$ cat config.mk
export PLATFORM = sky130hd
export DESIGN_NAME = cau_div_stage
export DESIGN_NICKNAME = d
export VERILOG_FILES = /design/src/sv/cau_pkg.sv /design/src/sv/cau_div_stage.sv
export SDC_FILE = /design/constraint.sdc
export NUM_CORES = 1
export LEC_CHECK = 0
export BUFFER_PORTS_ARGS = -buffer_cell sky130_fd_sc_hd__buf_4
export CAP_MARGIN = 5
export CORE_ASPECT_RATIO = 1.75
export CORE_MARGIN = 2
export CORE_UTILIZATION = 45
export CTS_CLUSTER_SIZE = 16
export DETAILED_ROUTE_END_ITERATION = 8
export PLACE_DENSITY = 0.71
export REMOVE_ABC_BUFFERS = 1
export SLEW_MARGIN = 20
export SYNTH_ARGS = -nofsm -noshare
export SYNTH_HDL_FRONTEND = slang
export SYNTH_SLANG_ARGS = --single-unit
$ cat constraint.sdc
create_clock -name clk -period 15.1 [get_ports clk]
set_clock_uncertainty 0.2 [all_clocks]
set_input_delay 2.265 -clock clk [delete_from_list [all_inputs] [get_ports clk]]
set_output_delay 2.265 -clock clk [all_outputs]
set_load 0.05 [all_outputs]
$ cat src/sv/cau_pkg.sv
// Shared definitions for the complex arithmetic unit.
// Opcodes, status codes, register map and the control bundle that rides the divider pipe.
// No dependencies.
`timescale 1ns / 1ps
`default_nettype none

package cau_pkg;

  localparam int CAU_DATA_WIDTH = 16;
  localparam int CAU_ADDR_W     = 3;
  localparam int CAU_APB_W      = 32;

  localparam logic [1:0] OP_ADD = 2'd0;
  localparam logic [1:0] OP_SUB = 2'd1;
  localparam logic [1:0] OP_MUL = 2'd2;
  localparam logic [1:0] OP_DIV = 2'd3;

  localparam logic [1:0] ST_OK  = 2'd0;
  localparam logic [1:0] ST_SAT = 2'd1;
  localparam logic [1:0] ST_DZ  = 2'd2;

  // register select is paddr bit 2
  localparam logic REG_SCALAR_RE = 1'b0;
  localparam logic REG_SCALAR_IM = 1'b1;

  typedef struct packed {
    logic [1:0] op;
    logic       neg_re;
    logic       neg_im;
    logic       ovf_re;
    logic       ovf_im;
    logic       dz;
  } cau_ctl_t;

endpackage

`default_nettype wire

$ cat src/sv/cau_div_stage.sv
// One registered step of the restoring divider: one quotient bit for each part.
// Non-divide requests pass through untouched. Uses cau_pkg.
`timescale 1ns / 1ps
`default_nettype none

module cau_div_stage import cau_pkg::*; #(
  parameter int DATA_WIDTH = CAU_DATA_WIDTH,
  parameter bit FIRST      = 1'b0
) (
  input  wire logic                    clk,
  input  wire logic                    rst_n,
  input  wire logic                    up_valid,
  output logic                         up_stall,
  input  wire cau_ctl_t                up_ctl,
  input  wire logic [2*DATA_WIDTH:0]   up_rem_re,
  input  wire logic [2*DATA_WIDTH:0]   up_rem_im,
  input  wire logic [2*DATA_WIDTH:0]   up_den,
  input  wire logic [DATA_WIDTH:0]     up_q_re,
  input  wire logic [DATA_WIDTH:0]     up_q_im,
  output logic                         dn_valid,
  input  wire logic                    dn_stall,
  output cau_ctl_t                     dn_ctl,
  output logic [2*DATA_WIDTH:0]        dn_rem_re,
  output logic [2*DATA_WIDTH:0]        dn_rem_im,
  output logic [2*DATA_WIDTH:0]        dn_den,
  output logic [DATA_WIDTH:0]          dn_q_re,
  output logic [DATA_WIDTH:0]          dn_q_im
);

  localparam int W  = DATA_WIDTH;
  localparam int NW = 2 * W + 1;
  localparam int QW = W + 1;

  logic            v_r;
  cau_ctl_t        ctl_r, ctl_nxt;
  logic [NW-1:0]   rem_re_r, rem_im_r, den_r;
  logic [NW-1:0]   rem_re_nxt, rem_im_nxt;
  logic [QW-1:0]   q_re_r, q_im_r, q_re_nxt, q_im_nxt;
  logic [NW-1:0]   sh_re, sh_im;
  logic            bit_re, bit_im;

  assign up_stall = v_r && dn_stall;

  always_comb begin
    sh_re  = (FIRST) ? up_rem_re : (up_rem_re << 1);
    sh_im  = (FIRST) ? up_rem_im : (up_rem_im << 1);
    bit_re = (sh_re >= up_den);
    bit_im = (sh_im >= up_den);
    ctl_nxt    = up_ctl;
    rem_re_nxt = up_rem_re;
    rem_im_nxt = up_rem_im;
    q_re_nxt   = up_q_re;
    q_im_nxt   = up_q_im;
    if (up_ctl.op == OP_DIV) begin
      rem_re_nxt = bit_re ? (sh_re - up_den) : sh_re;
      rem_im_nxt = bit_im ? (sh_im - up_den) : sh_im;
      q_re_nxt   = {up_q_re[QW-2:0], bit_re};
      q_im_nxt   = {up_q_im[QW-2:0], bit_im};
      // quotient of two or more cannot fit: flag it on the integer step
      if (FIRST) begin
        ctl_nxt.ovf_re = (up_rem_re >= (up_den << 1));
        ctl_nxt.ovf_im = (up_rem_im >= (up_den << 1));
      end
    end
  end

  always_ff @(posedge clk) begin
    if (!rst_n) begin
      v_r <= 1'b0;
    end else if (!up_stall) begin
      v_r <= up_valid;
    end
  end

  always_ff @(posedge clk) begin
    if (!up_stall && up_valid) begin
      ctl_r    <= ctl_nxt;
      rem_re_r <= rem_re_nxt;
      rem_im_r <= rem_im_nxt;
      den_r    <= up_den;
      q_re_r   <= q_re_nxt;
      q_im_r   <= q_im_nxt;
    end
  end

  assign dn_valid  = v_r;
  assign dn_ctl    = ctl_r;
  assign dn_rem_re = rem_re_r;
  assign dn_rem_im = rem_im_r;
  assign dn_den    = den_r;
  assign dn_q_re   = q_re_r;
  assign dn_q_im   = q_im_r;

endmodule

`default_nettype wire

Word level (Yosys, flattened, before mapping)

Cells that the tools add are included.

Register bits: 141
Input port bits: 144
Output and inout port bits: 142
Word-level logic and storage cells: 26

Equality and inequality tests: 1
$add $sub $neg: 2
Reduce and logical (&&, ||, !) cells: 3
Order comparisons: 2
Mux-type cells: 6

Operator list:

| cell                 | number |
|---|---|
| $mux W33             | 4 |
| $ge A33 B33 Y1       | 2 |
| $sub A33 B33 Y33     | 2 |
| $mux W17             | 2 |
| $eq A2 B2 Y1 const B | 1 |
| $logic_and A1 B1 Y1  | 2 |
| $logic_not A1 Y1     | 1 |

Depth between registers and ports, before layout

Depth after elaboration: 3
Gate-level depth with buffers: 13
Mapped depth without buffers: 11

Least setup slack after synthesis

Ideal clock, no wire load.

Path type: input port to flip-flop
From: input dn_stall
To: register ctl_r, in the netlist dn_ctl[0] (enable)
Path slack: 5.447 ns
Buffers on the path: 0
Data required time: 14.246 ns
Data arrival time: 8.799 ns
Stages: 2
Setup time: 0.654 ns
Cells stage by stage: and2_1 > nor2b_1

Cells in the longest elaborated chain, start to end: 3

RTL lines:

| element                | RTL line            | source |
|---|---|---|
| start: declaration     | cau_div_stage.sv:21 | `input wire logic dn_stall,` |
| $logic_and A1 B1 Y1    | cau_div_stage.sv:42 | `assign up_stall = v_r && dn_stall;` |
| $logic_not A1 Y1       | cau_div_stage.sv:76 | `if (!up_stall && up_valid) begin` |
| $logic_and A1 B1 Y1    | cau_div_stage.sv:76 |  |
| end signal: assignment | cau_div_stage.sv:77 | `ctl_r <= ctl_nxt;` |
| end: declaration       | cau_div_stage.sv:35 | `cau_ctl_t ctl_r, ctl_nxt;` |

No other way between the ends.
A chain may end at the register's enable or synchronous reset.

Worst setup path in the final report

From: input up_den[3]
To: register rem_im_r[23], in the netlist dn_rem_im[23] (data pin)

Cells in the longest elaborated chain, start to end: 3
Elaborated cells on any way between the ends: 4
Classes of those cells: add/sub (1); order compare (1); mux (2)

RTL lines:

| element                                            | RTL line                                 | source |
|---|---|---|
| start: declaration                                 | cau_div_stage.sv:17                      | `input wire logic [2*DATA_WIDTH:0] up_den,` |
| $sub A33 B33 Y33 or $ge A33 B33 Y1 (tied branches) | cau_div_stage.sv:56, cau_div_stage.sv:48 |  |
| $mux W33 *                                         | cau_div_stage.sv:56                      | `rem_im_nxt = bit_im ? (sh_im - up_den) : sh_im;` |
| $mux W33 *                                         | cau_div_stage.sv:54                      | `if (up_ctl.op == OP_DIV) begin` |
| named net rem_im_nxt[23]                           | cau_div_stage.sv:37                      | `logic [NW-1:0] rem_re_nxt, rem_im_nxt;` |
| end signal: assignment                             | cau_div_stage.sv:79                      | `rem_im_r <= rem_im_nxt;` |
| end: declaration                                   | cau_div_stage.sv:36                      | `logic [NW-1:0] rem_re_r, rem_im_r, den_r;` |

Mark *: on every way through the listed nets, which the timed path passes. The rest lies on a longest branch.

==> flow_metrics.tcl <==
set metrics [dict create \
    status "finished, final reports clean" \
    grt_pass1_wl_um 44700 \
    fmax_mhz 186 \
    synth_top_flop_cell "edfxtp_1" \
    drc 0 \
    synth_mux_area_share_pct 5.59 \
    grtUsageTotal_pct 26.0 \
    nNetsFinal 1500 \
    syn-instance-count 1025 \
    drtIter0Drc 478 \
    slew_viol_final 0 \
    grt_start_max_net_pins 97 \
    start_util_pct 45.5 \
    ys_seq_elements 141 \
    path_max_fanout 28 \
    synth_top_cell_area_share_pct 43.3 \
    area_growth_pct 30.3 \
    cts_buffers 17 \
    reg2reg_setup_slack_ns 13.12 \
    rsz0062_at_grt "false" \
    insertion_delay_ns 0.45 \
    gp_congestion 0.941 \
    clockRootBuffer "clkbuf_16" \
    power.switching_mw 0.469 \
    port_buffers 285 \
    firstDrtPassIters 5 \
    htreeDepth 4 \
    post_synth_xor_area_fraction_pct 5.06 \
    grt_pass1_vias 8580 \
    setup_tns_ns 0 \
    setup_viol 0 \
    cts_resized 0 \
    clockPowerShare_pct 33.7 \
    min_path_cells 2 \
    slew_headroom_pct 36.4 \
    die_area_sq_um 22800 \
    ys_seq_area_share_pct 43.6 \
    antenna_found_initial 0 \
    rows 71 \
    worstHoldStart "dn_valid" \
    critPathLaunchType "input port" \
    cell_internal_pwr_mw 0.902 \
    cp.required_ns 15.19 \
    totalWireLength_um 29600 \
    total_leakage_power_nw 5.71 \
    antenna_cells 0 \
    yosysWarnings 0 \
    dieHeight_um 198 \
    critPathLaunch "up_den[3]" \
    hold_ws_ns 0.514 \
    via_per_inst 5.54 \
    ios 286 \
    wire_per_inst_um 19.1 \
    grt_overflow_total 0 \
    ir_worst_vdd_mv 0.0832 \
    r2r_cells 3 \
    hpwl_um 22900 \
    finalCriticalPeriod_ns 5.39 \
    cts_tree "yes" \
    vias 8622 \
    timing.critical_path.arrival_ns 5.47 \
    seqPwrFrac_pct 34.7 \
    clk_pin_slew_worst_paths_ns 0.07 \
    reg2reg_from "dn_valid" \
    cap_violations 0 \
    avgSynthCellArea_sq_um 9.46 \
    end_kind "flop" \
    synth_edf_count 140 \
    combPwrFrac_pct 31.6 \
    synth-simple-area-share_pct 14.9 \
    swShare_pct 34.2 \
    cts.sinks 141 \
    synth_compound_area_share_pct 17.7 \
    postCtsSetupBuffers 0 \
    fin_crit_sh_pct 35.7 \
    hp-class "flop to flop" \
    async_flop_share_pct 0 \
    postCtsHoldBufs 0 \
    yosysTopAreaCell "edfxtp_1" \
    crit_type "input port to flop" \
    ys_types 70 \
    pwr_density_cell_nw_per_um2 109 \
    dieWidth_um 115 \
    clk_path_buf_depth 2 \
    worstSetupEndpoint "dn_rem_im[23]" \
    synth_adder_area_share_pct 8.93 \
    tightest_slew_ns 0.955 \
    final_layout_size_suffix_gt1_share_pct 26.2 \
    hold_violations 0 \
    timing.rr.end "dn_rem_im[24]" \
    postRouteAntennaNets 0 \
    netlist_top_cells_area "edfxtp_1 43%, ha_1 8.5%, nand2_1 8.4%" \
    synth_top_family_by_area "compound AO/OA/AOI/OAI gates" \
    core-area_sq_um 21300 \
    synth_area_sq_um 9700 \
]
-- area by class of cell --
class	count	area (sq um)
fill	1888	8690
timing repair buffer	291	2180
clock inverter	15	209
tap	255	319
clock buffer	17	425
multi-input combinational	787	5080
sequential	141	4220
inverter	50	188
-- kinds of logic (layout without fill, tap and decap cells) --
kind of cell,Yosys count,after routing
buf+inv,97,373
flops,141,141
xor+xnor,56,56
mux,54,54
simple gates,336,336
fa+ha+maj,68,68
compound gates,273,273
-- registers in the layout, summed over array words and instances (netlist names) --
signal / count
dn_ctl: 7
dn_den: 33
dn_q_im: 17
dn_q_re: 17
dn_rem_im: 33
dn_rem_re: 33
dn_valid: 1
-- cells in the final DEF (no fill, tap or decap), types with 4 or more instances in the layout --
master     count
a21o_1        27
a21oi_1       66
a31oi_1        4
and3_1         5
and4_1         5
buf_4        291
bufinv_16      4
clkbuf_16     17
edfxtp_1     140
ha_1          66
inv_1         50
inv_6          5
mux2i_1       53
nand2_1      215
nand3_1       13
nand3b_1       4
nand4_1       13
nor2_1        48
nor2b_1        5
nor3_1         9
o211ai_1       8
o21a_1        10
o21ai_0       73
o21ai_1       32
o21bai_1       6
o31a_1         8
xnor2_1       30
xor2_1        26
-- layer usage --
metal / GRT usage, % / part of all wire, % / wire (um) / vias up
met5: 0 / 0 / 0 / -
met4: 13.4 / 4.3 / 1290 / 0
met3: 4.78 / 4.0 / 1190 / 77
met2: 49.1 / 56 / 16600 / 274
met1: 26.5 / 36 / 10600 / 4042
li1: - / - / - / 4229
-- critical path: stages --
cell and delay, ns:
buf_4 0.08, inv_1 0.08, ha_1 0.38, o21a_1 0.16
o31a_1 0.19, o31a_1 0.22, o21bai_1 0.13, a21oi_2 0.31
a31oi_4 0.18, a21oi_4 0.37, buf_4 0.48, nand2_1 0.31
o211ai_1 0.28
-- metrics by stage --
step / instance area, sq um / util (%) / cells / total power [mW] / setup slack (ns)
after floorplan: 9470 / - / 978 / 0.782 / 5.45
after global placement: 12000 / 56.3 / 1524 / 0.912 / 9.32
after detailed placement: 12000 / 56.3 / 1524 / 0.916 / 9.26
after CTS: 12600 / 59.2 / 1556 / 1.38 / 9.76
after global routing: 12600 / 59.2 / 1556 / 1.43 / 9.53
final: 12600 / 59.2 / 1556 / 1.37 / 9.71
-- power by group through the flow --
| stage | Sequential [mW] | Combinational (mW) | Clock [mW] |
|---|---|---|---|
| 6_report | 0.476 | 0.434 | 0.462 |
| 2_1_floorplan | 0.585 | 0.198 | 0 |
| 5_1_grt | 0.478 | 0.467 | 0.481 |
| 4_1_cts | 0.476 | 0.434 | 0.471 |
| 3_5_place_dp | 0.484 | 0.432 | 0 |
| 3_3_place_gp | 0.483 | 0.429 | 0 |
-- synth_stat cells, drive strengths merged, types with 4 or more instances --
master and instances:
and2 4, a21o 27, o21bai 6, mux2i 53, a211oi 4, nor2b 6
and3 5, o211ai 9, a21oi 69, buf 13, o21a 11, o21ai 106
nand3b 4, nand4 13, xnor2 30, edfxtp 140, nor3 9, and4 5
nand3 13, nor2 49, xor2 26, nand2 216, or3 4, clkbuf 34
a31oi 5, ha 66, o31a 8, inv 50
-- how the worst min path moves through the flow --
stage	to	slack, ns
final	dn_valid	0.51
after global routing	dn_valid	0.55
after CTS	dn_valid	0.52
after detailed placement	dn_valid	0.49
after global placement	dn_valid	0.46
after floorplan	dn_valid	0.95
Power figures use the tool's default switching activity.
